--- config.mk ---
export PLATFORM = sky130hd
export DESIGN_NAME = two_class_weighted_queue_scheduler
export DESIGN_NICKNAME = d
export VERILOG_FILES = /design/src/design/tcwq_pkg.sv /design/src/design/tcwq_ram.sv /design/src/design/tcwq_front.sv /design/src/design/tcwq_back.sv /design/src/design/two_class_weighted_queue_scheduler.sv
export SDC_FILE = /design/constraint.sdc
export NUM_CORES = 1
export LEC_CHECK = 0
export ABC_CLOCK_PERIOD_IN_PS = 5100
export BUFFER_PORTS_ARGS = -buffer_cell sky130_fd_sc_hd__clkbuf_2
export CAP_MARGIN = 5
export CORE_UTILIZATION = 40
export DETAILED_ROUTE_END_ITERATION = 10
export SLEW_MARGIN = 0
export SYNTH_ARGS = -nofsm -noshare
export SYNTH_HDL_FRONTEND = slang
export SYNTH_SLANG_ARGS = --single-unit
export TNS_END_PERCENT = 1
--- constraint.sdc ---
create_clock -name clk_i -period 5.1 [get_ports clk_i]
set_clock_uncertainty 0.05 [all_clocks]
set_input_delay 0.255 -clock clk_i [delete_from_list [all_inputs] [get_ports clk_i]]
set_output_delay 0.255 -clock clk_i [all_outputs]
set_load 0.1 [all_outputs]
--- src/design/tcwq_pkg.sv ---
package tcwq_pkg;

  // Scheduler FIFOs
  localparam int QUEUE_DEPTH = 16;
  localparam int Q_PTR_W     = $clog2(QUEUE_DEPTH);
  localparam int Q_CNT_W     = $clog2(QUEUE_DEPTH + 1);

  // Field widths
  localparam int ID_W    = 16;
  localparam int BURST_W = 4;

  localparam logic [BURST_W-1:0] BURST_RESET = 4'd2;

  // Command queue between front and back
  localparam int CMDQ_DEPTH = 2;
  localparam int CMDQ_PTR_W = $clog2(CMDQ_DEPTH);
  localparam int CMDQ_CNT_W = $clog2(CMDQ_DEPTH + 1);

  // Register port
  localparam int APB_ADDR_W = 3;
  localparam int APB_DATA_W = 32;
  localparam int REG_IDX_W  = 1;
  localparam logic [REG_IDX_W-1:0] REG_PRIORITY_BURST = 1'b0;

  typedef enum logic {
    OP_ENQUEUE = 1'b0,
    OP_SERVE   = 1'b1
  } op_e;

  typedef enum logic [1:0] {
    STATUS_DONE  = 2'd0,
    STATUS_FULL  = 2'd1,
    STATUS_EMPTY = 2'd2
  } status_e;

  typedef struct packed {
    op_e             op;
    logic [ID_W-1:0] entry_id;
    logic            is_priority;
  } cmd_t;

  typedef struct packed {
    status_e         status;
    logic [ID_W-1:0] served_id;
    logic            served_priority;
  } res_t;

endpackage

--- src/design/tcwq_ram.sv ---
module tcwq_ram #(
  parameter int WIDTH = 16,
  parameter int DEPTH = 16
) (
  input  logic                     clk_i,
  input  logic                     we_i,
  input  logic [$clog2(DEPTH)-1:0] waddr_i,
  input  logic [WIDTH-1:0]         wdata_i,
  input  logic                     re_i,
  input  logic [$clog2(DEPTH)-1:0] raddr_i,
  output logic [WIDTH-1:0]         rdata_o
);

  logic [WIDTH-1:0] mem_q [DEPTH];
  logic [WIDTH-1:0] rdata_q;

  always_ff @(posedge clk_i) begin
    if (we_i) begin
      mem_q[waddr_i] <= wdata_i;
    end
    if (re_i) begin
      rdata_q <= mem_q[raddr_i];
    end
  end

  assign rdata_o = rdata_q;

endmodule

--- src/design/tcwq_front.sv ---
module tcwq_front (
  input  logic                            clk_i,
  input  logic                            rst_ni,
  input  logic                            push_i,
  output logic                            full_o,
  input  logic                            op_i,
  input  logic [tcwq_pkg::ID_W-1:0]       entry_id_i,
  input  logic                            is_priority_i,
  output logic                            cmd_valid_o,
  input  logic                            cmd_ready_i,
  output tcwq_pkg::cmd_t                  cmd_o
);

  tcwq_pkg::cmd_t                      slot_q [tcwq_pkg::CMDQ_DEPTH];
  logic [tcwq_pkg::CMDQ_PTR_W-1:0]     wr_ptr_q, wr_ptr_d;
  logic [tcwq_pkg::CMDQ_PTR_W-1:0]     rd_ptr_q, rd_ptr_d;
  logic [tcwq_pkg::CMDQ_CNT_W-1:0]     cnt_q, cnt_d;
  logic                                wr_en, rd_en;
  tcwq_pkg::cmd_t                      cmd_in;

  // Classify the incoming item
  always_comb begin
    cmd_in.op          = op_i ? tcwq_pkg::OP_SERVE : tcwq_pkg::OP_ENQUEUE;
    cmd_in.entry_id    = entry_id_i;
    cmd_in.is_priority = is_priority_i;
  end

  assign full_o      = (cnt_q == tcwq_pkg::CMDQ_CNT_W'(tcwq_pkg::CMDQ_DEPTH));
  assign cmd_valid_o = (cnt_q != '0);
  assign cmd_o       = slot_q[rd_ptr_q];
  assign wr_en       = push_i && !full_o;
  assign rd_en       = cmd_valid_o && cmd_ready_i;

  always_comb begin
    wr_ptr_d = wr_ptr_q;
    rd_ptr_d = rd_ptr_q;
    cnt_d    = cnt_q;
    if (wr_en) begin
      wr_ptr_d = (wr_ptr_q == tcwq_pkg::CMDQ_PTR_W'(tcwq_pkg::CMDQ_DEPTH - 1)) ?
                 '0 : wr_ptr_q + 1'b1;
    end
    if (rd_en) begin
      rd_ptr_d = (rd_ptr_q == tcwq_pkg::CMDQ_PTR_W'(tcwq_pkg::CMDQ_DEPTH - 1)) ?
                 '0 : rd_ptr_q + 1'b1;
    end
    if (wr_en && !rd_en) begin
      cnt_d = cnt_q + 1'b1;
    end else if (rd_en && !wr_en) begin
      cnt_d = cnt_q - 1'b1;
    end
  end

  always_ff @(posedge clk_i or negedge rst_ni) begin
    if (!rst_ni) begin
      wr_ptr_q <= '0;
      rd_ptr_q <= '0;
      cnt_q    <= '0;
    end else begin
      wr_ptr_q <= wr_ptr_d;
      rd_ptr_q <= rd_ptr_d;
      cnt_q    <= cnt_d;
    end
  end

  always_ff @(posedge clk_i) begin
    if (wr_en) begin
      slot_q[wr_ptr_q] <= cmd_in;
    end
  end

endmodule

--- src/design/tcwq_back.sv ---
module tcwq_back (
  input  logic                            clk_i,
  input  logic                            rst_ni,
  input  logic [tcwq_pkg::BURST_W-1:0]    burst_limit_i,
  input  logic                            cmd_valid_i,
  output logic                            cmd_ready_o,
  input  tcwq_pkg::cmd_t                  cmd_i,
  output logic                            res_valid_o,
  input  logic                            res_pop_i,
  output tcwq_pkg::res_t                  res_o
);

  localparam logic ST_IDLE = 1'b0;
  localparam logic ST_READ = 1'b1;

  localparam logic [tcwq_pkg::Q_CNT_W-1:0] CNT_FULL =
    tcwq_pkg::Q_CNT_W'(tcwq_pkg::QUEUE_DEPTH);

  function automatic logic [tcwq_pkg::Q_PTR_W-1:0] ptr_next(
    input logic [tcwq_pkg::Q_PTR_W-1:0] ptr
  );
    ptr_next = (ptr == tcwq_pkg::Q_PTR_W'(tcwq_pkg::QUEUE_DEPTH - 1)) ? '0 : ptr + 1'b1;
  endfunction

  logic                                state_q, state_d;
  logic                                src_prio_q, src_prio_d;
  logic [tcwq_pkg::Q_PTR_W-1:0]        p_head_q, p_head_d, p_tail_q, p_tail_d;
  logic [tcwq_pkg::Q_PTR_W-1:0]        n_head_q, n_head_d, n_tail_q, n_tail_d;
  logic [tcwq_pkg::Q_CNT_W-1:0]        p_cnt_q, p_cnt_d, n_cnt_q, n_cnt_d;
  logic [tcwq_pkg::BURST_W-1:0]        burst_q, burst_d;
  logic                                res_valid_q, res_valid_d;
  tcwq_pkg::res_t                      res_q, res_d;

  logic                                take;
  logic                                p_empty, n_empty, p_full, n_full;
  logic                                pick_prio;
  logic                                p_we, n_we, p_re, n_re;
  logic [tcwq_pkg::ID_W-1:0]           p_rdata, n_rdata;

  assign p_empty = (p_cnt_q == '0);
  assign n_empty = (n_cnt_q == '0);
  assign p_full  = (p_cnt_q == CNT_FULL);
  assign n_full  = (n_cnt_q == CNT_FULL);

  // Priority wins while the burst is open, or when nothing normal waits
  assign pick_prio = !p_empty && ((burst_q < burst_limit_i) || n_empty);

  assign cmd_ready_o = (state_q == ST_IDLE) && (!res_valid_q || res_pop_i);
  assign take        = cmd_valid_i && cmd_ready_o;

  always_comb begin
    state_d     = state_q;
    src_prio_d  = src_prio_q;
    p_head_d    = p_head_q;
    p_tail_d    = p_tail_q;
    p_cnt_d     = p_cnt_q;
    n_head_d    = n_head_q;
    n_tail_d    = n_tail_q;
    n_cnt_d     = n_cnt_q;
    burst_d     = burst_q;
    res_valid_d = res_valid_q && !res_pop_i;
    res_d       = res_q;
    p_we        = 1'b0;
    n_we        = 1'b0;
    p_re        = 1'b0;
    n_re        = 1'b0;

    unique case (state_q)
      ST_IDLE: begin
        if (take) begin
          res_d.status          = tcwq_pkg::STATUS_DONE;
          res_d.served_id       = '0;
          res_d.served_priority = 1'b0;
          if (cmd_i.op == tcwq_pkg::OP_ENQUEUE) begin
            res_valid_d = 1'b1;
            if (cmd_i.is_priority) begin
              if (p_full) begin
                res_d.status = tcwq_pkg::STATUS_FULL;
              end else begin
                p_we     = 1'b1;
                p_tail_d = ptr_next(p_tail_q);
                p_cnt_d  = p_cnt_q + 1'b1;
              end
            end else begin
              if (n_full) begin
                res_d.status = tcwq_pkg::STATUS_FULL;
              end else begin
                n_we     = 1'b1;
                n_tail_d = ptr_next(n_tail_q);
                n_cnt_d  = n_cnt_q + 1'b1;
              end
            end
          end else if (p_empty && n_empty) begin
            res_valid_d  = 1'b1;
            res_d.status = tcwq_pkg::STATUS_EMPTY;
          end else if (pick_prio) begin
            // Read the head into the RAM output register; ST_READ then loads the result register
            p_re       = 1'b1;
            p_head_d   = ptr_next(p_head_q);
            p_cnt_d    = p_cnt_q - 1'b1;
            src_prio_d = 1'b1;
            state_d    = ST_READ;
            if (burst_q < burst_limit_i) begin
              burst_d = burst_q + 1'b1;
            end
          end else begin
            n_re       = 1'b1;
            n_head_d   = ptr_next(n_head_q);
            n_cnt_d    = n_cnt_q - 1'b1;
            src_prio_d = 1'b0;
            burst_d    = '0;
            state_d    = ST_READ;
          end
        end
      end
      ST_READ: begin
        res_valid_d           = 1'b1;
        res_d.status          = tcwq_pkg::STATUS_DONE;
        res_d.served_id       = src_prio_q ? p_rdata : n_rdata;
        res_d.served_priority = src_prio_q;
        state_d               = ST_IDLE;
      end
      default: begin
        state_d = ST_IDLE;
      end
    endcase
  end

  always_ff @(posedge clk_i or negedge rst_ni) begin
    if (!rst_ni) begin
      state_q     <= ST_IDLE;
      src_prio_q  <= 1'b0;
      p_head_q    <= '0;
      p_tail_q    <= '0;
      p_cnt_q     <= '0;
      n_head_q    <= '0;
      n_tail_q    <= '0;
      n_cnt_q     <= '0;
      burst_q     <= '0;
      res_valid_q <= 1'b0;
    end else begin
      state_q     <= state_d;
      src_prio_q  <= src_prio_d;
      p_head_q    <= p_head_d;
      p_tail_q    <= p_tail_d;
      p_cnt_q     <= p_cnt_d;
      n_head_q    <= n_head_d;
      n_tail_q    <= n_tail_d;
      n_cnt_q     <= n_cnt_d;
      burst_q     <= burst_d;
      res_valid_q <= res_valid_d;
    end
  end

  always_ff @(posedge clk_i) begin
    res_q <= res_d;
  end

  tcwq_ram #(
    .WIDTH(tcwq_pkg::ID_W),
    .DEPTH(tcwq_pkg::QUEUE_DEPTH)
  ) u_prio_ram (
    .clk_i  (clk_i),
    .we_i   (p_we),
    .waddr_i(p_tail_q),
    .wdata_i(cmd_i.entry_id),
    .re_i   (p_re),
    .raddr_i(p_head_q),
    .rdata_o(p_rdata)
  );

  tcwq_ram #(
    .WIDTH(tcwq_pkg::ID_W),
    .DEPTH(tcwq_pkg::QUEUE_DEPTH)
  ) u_norm_ram (
    .clk_i  (clk_i),
    .we_i   (n_we),
    .waddr_i(n_tail_q),
    .wdata_i(cmd_i.entry_id),
    .re_i   (n_re),
    .raddr_i(n_head_q),
    .rdata_o(n_rdata)
  );

  assign res_valid_o = res_valid_q;
  assign res_o       = res_q;

endmodule

--- src/design/two_class_weighted_queue_scheduler.sv ---
// Channel   | Handshake              | Payload
// ----------+------------------------+------------------------------------------
// input     | push / full            | op_i, entry_id_i, is_priority_i
// result    | pop / empty            | status_o, served_id_o, served_priority_o
// register  | psel, penable, pwrite  | paddr, pwdata, prdata (pready tied high)
//
// An enqueue result passes the command queue, then the scheduler's result register, before it
// shows on the ports; a serve also passes the registered RAM read on its way.
// The scheduler takes one command per cycle, but holds off during the read cycle of a serve
// and while an unpopped result sits in its one-entry result register; the two-entry
// command queue then fills and raises full.
// Reset (rst_ni, asynchronous, active low) empties both FIFOs, clears the burst count and
// loads priority_burst with 2; RAM contents need no clearing.
module two_class_weighted_queue_scheduler (
  input  logic                               clk_i,
  input  logic                               rst_ni,
  // Input queue side
  input  logic                               push,
  output logic                               full,
  input  logic                               op_i,
  input  logic [tcwq_pkg::ID_W-1:0]          entry_id_i,
  input  logic                               is_priority_i,
  // Result queue side
  output logic                               empty,
  input  logic                               pop,
  output logic [1:0]                         status_o,
  output logic [tcwq_pkg::ID_W-1:0]          served_id_o,
  output logic                               served_priority_o,
  // Register port
  input  logic                               psel,
  input  logic                               penable,
  input  logic                               pwrite,
  input  logic [tcwq_pkg::APB_ADDR_W-1:0]    paddr,
  input  logic [tcwq_pkg::APB_DATA_W-1:0]    pwdata,
  output logic [tcwq_pkg::APB_DATA_W-1:0]    prdata,
  output logic                               pready
);

  logic [tcwq_pkg::BURST_W-1:0]   burst_limit_q, burst_limit_d;
  logic [tcwq_pkg::REG_IDX_W-1:0] reg_idx;
  logic                           reg_wr;
  logic                           cmd_valid, cmd_ready;
  tcwq_pkg::cmd_t                 cmd;
  logic                           res_valid;
  tcwq_pkg::res_t                 res;

  // Register port: word index sits above the byte offset
  assign pready  = 1'b1;
  assign reg_idx = paddr[tcwq_pkg::APB_ADDR_W-1:2];
  assign reg_wr  = psel && penable && pwrite && pready;

  always_comb begin
    burst_limit_d = burst_limit_q;
    // Drop writes outside the register map
    if (reg_wr && (reg_idx == tcwq_pkg::REG_PRIORITY_BURST)) begin
      burst_limit_d = pwdata[tcwq_pkg::BURST_W-1:0];
    end
  end

  always_comb begin
    prdata = '0;
    if (reg_idx == tcwq_pkg::REG_PRIORITY_BURST) begin
      prdata = tcwq_pkg::APB_DATA_W'(burst_limit_q);
    end
  end

  always_ff @(posedge clk_i or negedge rst_ni) begin
    if (!rst_ni) begin
      burst_limit_q <= tcwq_pkg::BURST_RESET;
    end else begin
      burst_limit_q <= burst_limit_d;
    end
  end

  // Front: accept and classify items, buffer them as commands
  tcwq_front u_front (
    .clk_i        (clk_i),
    .rst_ni       (rst_ni),
    .push_i       (push),
    .full_o       (full),
    .op_i         (op_i),
    .entry_id_i   (entry_id_i),
    .is_priority_i(is_priority_i),
    .cmd_valid_o  (cmd_valid),
    .cmd_ready_i  (cmd_ready),
    .cmd_o        (cmd)
  );

  // Back: the two FIFOs, the burst arbiter and the result register
  tcwq_back u_back (
    .clk_i        (clk_i),
    .rst_ni       (rst_ni),
    .burst_limit_i(burst_limit_q),
    .cmd_valid_i  (cmd_valid),
    .cmd_ready_o  (cmd_ready),
    .cmd_i        (cmd),
    .res_valid_o  (res_valid),
    .res_pop_i    (pop),
    .res_o        (res)
  );

  assign empty             = !res_valid;
  assign status_o          = res.status;
  assign served_id_o       = res.served_id;
  assign served_priority_o = res.served_priority;

`ifndef SYNTHESIS
  // A result that is not a completed transfer carries no identifier
  assert property (@(posedge clk_i) disable iff (!rst_ni)
    (!empty && (status_o != tcwq_pkg::STATUS_DONE)) |-> (served_id_o == '0))
    else $error("served_id nonzero on a result that is not done");

  // Priority flag appears only on a completed serve
  assert property (@(posedge clk_i) disable iff (!rst_ni)
    (!empty && served_priority_o) |-> (status_o == tcwq_pkg::STATUS_DONE))
    else $error("served_priority set on a result that is not done");

  // A register write lands in the burst limit on the next cycle
  assert property (@(posedge clk_i) disable iff (!rst_ni)
    (psel && penable && pwrite && (reg_idx == tcwq_pkg::REG_PRIORITY_BURST))
      |=> (burst_limit_q == $past(pwdata[tcwq_pkg::BURST_W-1:0])))
    else $error("priority_burst write lost");
`endif

endmodule

# Word level (Yosys, flattened, before mapping)
# Memory sizes are Yosys's and may differ from the RTL's. A register that Yosys moved wholly into a read port is not among the register bits.
# Index checks and enable logic that the tools add are counted.
[totals]
wordCells = 153
ram_bits = 548
reg_bits = 60
memories = 3
[mem_list]
columns = ["memory", "depth", "width", "read_ports", "rd_clocked_by_memory_dff", "wr", "line", "text"]
rows = [
  ["u_back.u_norm_ram.mem_q", 16, 16, 1, 1, 1, "tcwq_ram.sv:14", "logic [WIDTH-1:0] mem_q [DEPTH];"],
  ["u_back.u_prio_ram.mem_q", 16, 16, 1, 1, 1, "tcwq_ram.sv:14", ""],
  ["u_front.slot_q", 2, 18, 1, 0, 1, "tcwq_front.sv:14", "tcwq_pkg::cmd_t slot_q [tcwq_pkg::CMDQ_DEPTH];"],
]
[classes]
n_lt_le_gt_ge = 1
n_eq_ne = 15
n_mux = 64
add_sub_neg = 13
bitwise = 8
reduce_logical = 32
[op_table]
columns = ["operator", "n"]
rows = [
  ["$mux 5", 10],
  ["$pmux 19 s2", 1],
  ["$mux 1", 37],
  ["$mux 4", 7],
  ["$reduce_and 5->1", 5],
  ["$add 4x1->4 const B", 5],
  ["$mux 19", 1],
  ["$eq 4x4->1 const B", 4],
  ["$mux 16", 1],
  ["$reduce_and 6->1", 2],
  ["$logic_and 1x1->1", 11],
  ["$add 5x1->5 const B", 2],
  ["$eq 5x5->1 const B", 2],
  ["$logic_not 5->1", 2],
  ["$mux 2", 5],
  ["$ne 2x2->1 const B", 5],
  ["$sub 5x1->5 const B", 2],
  ["$not 1->1", 8],
  ["$logic_not 1->1", 6],
  ["$ne 2x1->1 const B", 3],
  ["$reduce_bool 2->1", 3],
  ["$lt 4x4->1", 1],
  ["$pmux 1 s2", 2],
  ["$reduce_and 4->1", 1],
  ["other kinds (5)", 7],
]

# Logic depth before layout (Yosys ltp)
[logic_depth]
word_depth = 8
mapped_depth = 9

# By module
# Synthesis repeated with hierarchy kept, for this count alone.
[unflattened]
hier_cells = 1229
hier_area_um2 = 25268.0
[modules_own_cells]
columns = ["mod", "n_inst", "area_per_inst_um2", "cells_per_inst"]
rows = [
  ["tcwq_ram (u_back.u_norm_ram)", 1, 10203.5, 432],
  ["tcwq_ram (u_back.u_prio_ram)", 1, 10202.3, 432],
  ["tcwq_back", 1, 2879.0, 245],
  ["tcwq_front", 1, 1549.0, 75],
  ["two_class_weighted_queue_scheduler", 1, 434.2, 45],
]

# Least setup slack after synthesis
# OpenSTA, ideal clock, no wires.
[synth_timing]
path_kind = "register to register"
from = "register u_front.rd_ptr_q"
to = "memory u_back.u_prio_ram.mem_q[1][0], enable pin"
arrival_time_ns = 3.201
t_required_ns = 4.614
setup_time_ns = 0.436
setup_slack_ns = 1.413
path_buffers = 1
stages_incl_launch_ff = 7
path_cell_list = "dfrtp_1 -> buf_6 -> mux2i_4 -> inv_1 -> nor2_1 -> nand3_1 -> nor4b_1"
[synth_between]
elab_chain_len = 7
[synth_rtl]
columns = ["element", "line", "text"]
rows = [
  ["start, declared", "tcwq_front.sv:16", "logic [tcwq_pkg::CMDQ_PTR_W-1:0] rd_ptr_q, rd_ptr_d;"],
  ["start signal, assigned", "tcwq_front.sv:60", "rd_ptr_q <= rd_ptr_d;"],
  ["$mem_v2 2x18 *", "-", ""],
  ["$mux 1", "tcwq_back.sv:76", "if (cmd_i.is_priority) begin"],
  ["$mux 1 *", "tcwq_back.sv:74", "if (cmd_i.op == tcwq_pkg::OP_ENQUEUE) begin"],
  ["$mux 1 *", "tcwq_back.sv:70", "if (take) begin"],
  ["$mux 1 *", "tcwq_back.sv:68", "unique case (state_q)"],
  ["$mux 1 *", "tcwq_ram.sv:18", "if (we_i) begin"],
  ["$mux 1 (implied by the code) *", "tcwq_ram.sv:19", "mem_q[waddr_i] <= wdata_i;"],
  ["end, declared", "tcwq_ram.sv:14", ""],
]
# Every way passes the cells marked *; elsewhere a longest branch is shown, timed or not.

# Worst setup path after layout
[layout_timing]
from = "register u_back.state_q"
to = "memory u_back.u_prio_ram.mem_q[5][1], enable pin"
[layout_between]
elab_chain_len = 7
[layout_rtl]
columns = ["element", "line", "text"]
rows = [
  ["start, declared", "tcwq_back.sv:25", "logic state_q, state_d;"],
  ["start signal, assigned", "tcwq_back.sv:142", "state_q <= state_d;"],
  ["$not 1->1 (no line)", "-", ""],
  ["$logic_and 1x1->1", "tcwq_back.sv:48", "assign cmd_ready_o = (state_q == ST_IDLE) && (!res_valid_q || res_pop_i);"],
  ["$logic_and 1x1->1", "tcwq_back.sv:49", "assign take = cmd_valid_i && cmd_ready_o;"],
  ["$mux 1", "tcwq_back.sv:70", ""],
  ["$mux 1 *", "tcwq_back.sv:68", ""],
  ["$mux 1 *", "tcwq_ram.sv:18", ""],
  ["$mux 1 (implied by the code) *", "tcwq_ram.sv:19", ""],
]
# Marks and branches as above.

==> impl_metrics.ini <==
[logic_synthesis]
yosysTopAreaCellShare_pct = 70.7
synthArstFlopShare_pct = 6.41
yosys_warnings = 0
yosysMostFrequentCell = edfxtp_1
ys.flop_type = edfxtp_1
yosysSeqAreaShare_pct = 74.8
synth.distinct_cells = 56
synth.largest_area_cell = edfxtp_1
ys_ff_latch = 640
yosys-top-cells-count = edfxtp_1, mux4_2, mux2i_1, a21oi_1, mux2_2
synth_cells = 1335
synthTopCellsByArea = edfxtp_1, mux4_2, dfrtp_1
synth_edf_count = 599
syn_avg_cell_area_um2 = 19.1
syn_area_um2 = 25400

[timing]
post-route-period-util_pct = 70.4
maxSlewHeadroom_pct = 31.4
drv_slew = 0
tns_ns = 0
final-setup-viol-count = 0
hold_violations = 0
max_freq_mhz = 278
worstMarginPinSlew_ns = 1.03
hold_ws_ns = 0.0978
finalCriticalPeriod_ns = 3.59
grt_setup_unrepaired = no

[worst_setup_path]
startpoint_type = flip-flop
cpPeakStageDelay_ns = 0.76
end_kind = flip-flop
cpMaxStageDelayCell = and2_1
worstRegToRegCells = 4
worstSetupPathType = flip-flop to flip-flop
required_ns = 5.28
arrival_ns = 3.77
crit_fanout = 23
regToRegSetupSlack_ns = 1.51
crit_chain = nor3_1 -> nand3_1 -> nor3b_1 -> and2_1

[die]
die_y_um = 254
core_um2 = 63000
num_io_pins = 114
rows = 92
start_util_pct = 40.4
die_x_um = 254
die_area_um2 = 64600

[grt]
antenna_found_initial = 1
grt_max_degree = 52
grt_pass1_vias = 12400
grt_usage_pct = 17.1
grt_pass1_wl_um = 79800
grt_overflow_total = 0

[worst_hold_path]
min_path_cells = 3
hold_class = primary input to flip-flop

[power_and_ir_drop]
switching_share_pct = 35.0
p_int_uw = 11700
combPwrFrac_pct = 30.9
seqPwrFrac_pct = 42.4
p_sw_uw = 6290
power.leakage_uw = 0.00977
p_per_area_nw_per_um2 = 616
power.share.clock_pct = 26.8
ir_drop_mv = 0.278

[clock_tree]
cts_resized = 0
clock_path_buffers = 3
insertion_delay_ns = 0.61
root_buffer = clkbuf_16
cts_htree_levels = 3
cts.sinks = 640
cts_tree = built
cts_buffers = 69
clkTransAtPathRegs_ns = 0.06

[detailed_routing]
ant_nets = 0
routed_via_density = 5.26
firstDrtPassIters = 5
wirelength_um = 54000
drc_errors = 0
num_vias = 12400
drt-initial-drc-count = 938
post_drt_wl_per_cell_um = 22.9

[placed_design]
globalplace.congestion = 0.792
port_buffers = 54
hpwl_um = 32200

[final_layout]
final_nets = 1535
drive_gt1_share_pct = 23.0
multi_input_area_um2 = 6000
nFillCells = 5304
syn_to_final_growth_pct = 14.5
ff_latch_area_um2 = 19000
final_core_util_pct = 46.3

[run]
max_cap_viol_count = 0

[outcome]
outcome = finished clean
-- sequential cells by signal, summed over array words and instances (netlist names), 2 cells and up --
register,cells
u_back.u_norm_ram.mem_q,256
u_back.u_norm_ram.rdata_o,16
u_back.burst_q,4
u_back.p_tail_q,4
u_front.cnt_q,2
u_back.u_prio_ram.rdata_o,16
u_back.p_head_q,4
u_back.res_o,19
u_front.slot_q,36
u_back.n_head_q,4
u_back.n_cnt_q,5
u_back.p_cnt_q,5
u_back.n_tail_q,4
burst_limit_q,4
u_back.u_prio_ram.mem_q,256
-- critical path: cells and delay by family, from the launching register on --
kind | cells | cell delay, ns
flip-flops | 1 | 0.62
AND/OR/NAND/NOR | 4 | 2.54
-- worst paths after layout --
path,from,end
min,pwrite,burst_limit_q[1]
min in group asynchronous,rst_ni,u_back.n_cnt_q[3]
max in group asynchronous,rst_ni,u_back.p_head_q[0]
max reg2reg,u_back.state_q,u_back.u_prio_ram.mem_q[5][1]
max,u_back.state_q,u_back.u_prio_ram.mem_q[5][1]
min reg2reg,u_front.wr_ptr_q,u_front.wr_ptr_q
-- cell type report --
type	instances	share of cell area, %
flip-flops and latches	640	65.3
multi-input cells	609	20.6
clock buffers	89	6.32
well taps	846	3.63
repair buffers	114	2.69
clock inverters	36	1.16
inverters	18	0.232
diodes	2	0.0172
-- cell families after synthesis --
kind of cell	Yosys count	synth area share (%)
AND/OR/NAND/NOR	164	3.50
other	2	0.0295
AO/OA/AOI/OAI	153	3.94
adder cells (fa/ha/maj)	23	1.19
buffers and inverters	113	2.24
multiplexers	222	13.7
XOR/XNOR	18	0.620
flip-flops	640	74.8
-- power by group through the flow --
stage | Combinational, uW | Sequential, uW | Clock [uW]
final | 5540 | 7610 | 4800
after global placement | 5470 | 7720 | 0
after global routing | 5940 | 7700 | 5120
after detailed placement | 5560 | 7740 | 0
after CTS | 5590 | 7630 | 4910
after floorplan | 3720 | 7750 | 0
-- layout by cell type (no fill, tap or decap), types with 5 or more instances in the layout --
| cell type | netlist | final |
|---|---|---|
| buf_4 | 29 | 35 |
| a21o_1 | 6 | 6 |
| nor2b_1 | 38 | 37 |
| xnor2_1 | 12 | 12 |
| a22oi_1 | 16 | 16 |
| nor2_1 | 31 | 31 |
| conb_1 | 2 | 29 |
| a32o_1 | 5 | 5 |
| mux2_2 | 41 | 41 |
| a21oi_1 | 42 | 42 |
| clkbuf_1 | 35 | 16 |
| mux4_2 | 96 | 96 |
| xor2_1 | 6 | 6 |
| a221oi_1 | 16 | 16 |
| dfrtp_1 | 40 | 36 |
| o21ai_0 | 39 | 39 |
| dlygate4sd3_1 | 0 | 25 |
| clkbuf_2 | 0 | 54 |
| a211oi_1 | 16 | 16 |
| and2_1 | 10 | 10 |
| nor3_1 | 10 | 6 |
| inv_1 | 17 | 17 |
| nand2b_1 | 8 | 8 |
| and3_1 | 8 | 8 |
| clkinv_1 | 0 | 10 |
| nand3_1 | 9 | 9 |
| edfxtp_1 | 599 | 599 |
| nand2_1 | 31 | 31 |
| ha_1 | 21 | 21 |
| clkinv_2 | 0 | 13 |
| mux2i_1 | 82 | 82 |
| clkbuf_16 | 0 | 69 |
-- routing by layer --
metal | GRT usage, % | vias to the layer above | part of all wire [%] | wire (um)
met5 | 0 | - | 0.015 | 8
met4 | 5.73 | 2 | 2.2 | 1210
met3 | 3.16 | 71 | 5.2 | 2800
met2 | 26.2 | 312 | 46 | 25100
met1 | 24.8 | 6468 | 46 | 24900
li1 | - | 5532 | - | -
-- metrics by stage --
stage                     power [uW]  setup slack (ns)  cell area [um^2]  cells
final                          17900              1.51             29100   2354
after global routing           18800              1.22             29100   2352
after CTS                      18100              1.46             29100   2352
after detailed placement       13300              1.44             26700   2202
after global placement         13200              1.55             26700   2202
after floorplan                11500              1.41             25500   1362
-- what timing repair did --
action	CTS	global route
setup buffers	0	0
hold buffers	25	0
hold endpoints to repair	82	0
(Power assumes the default switching activity.)
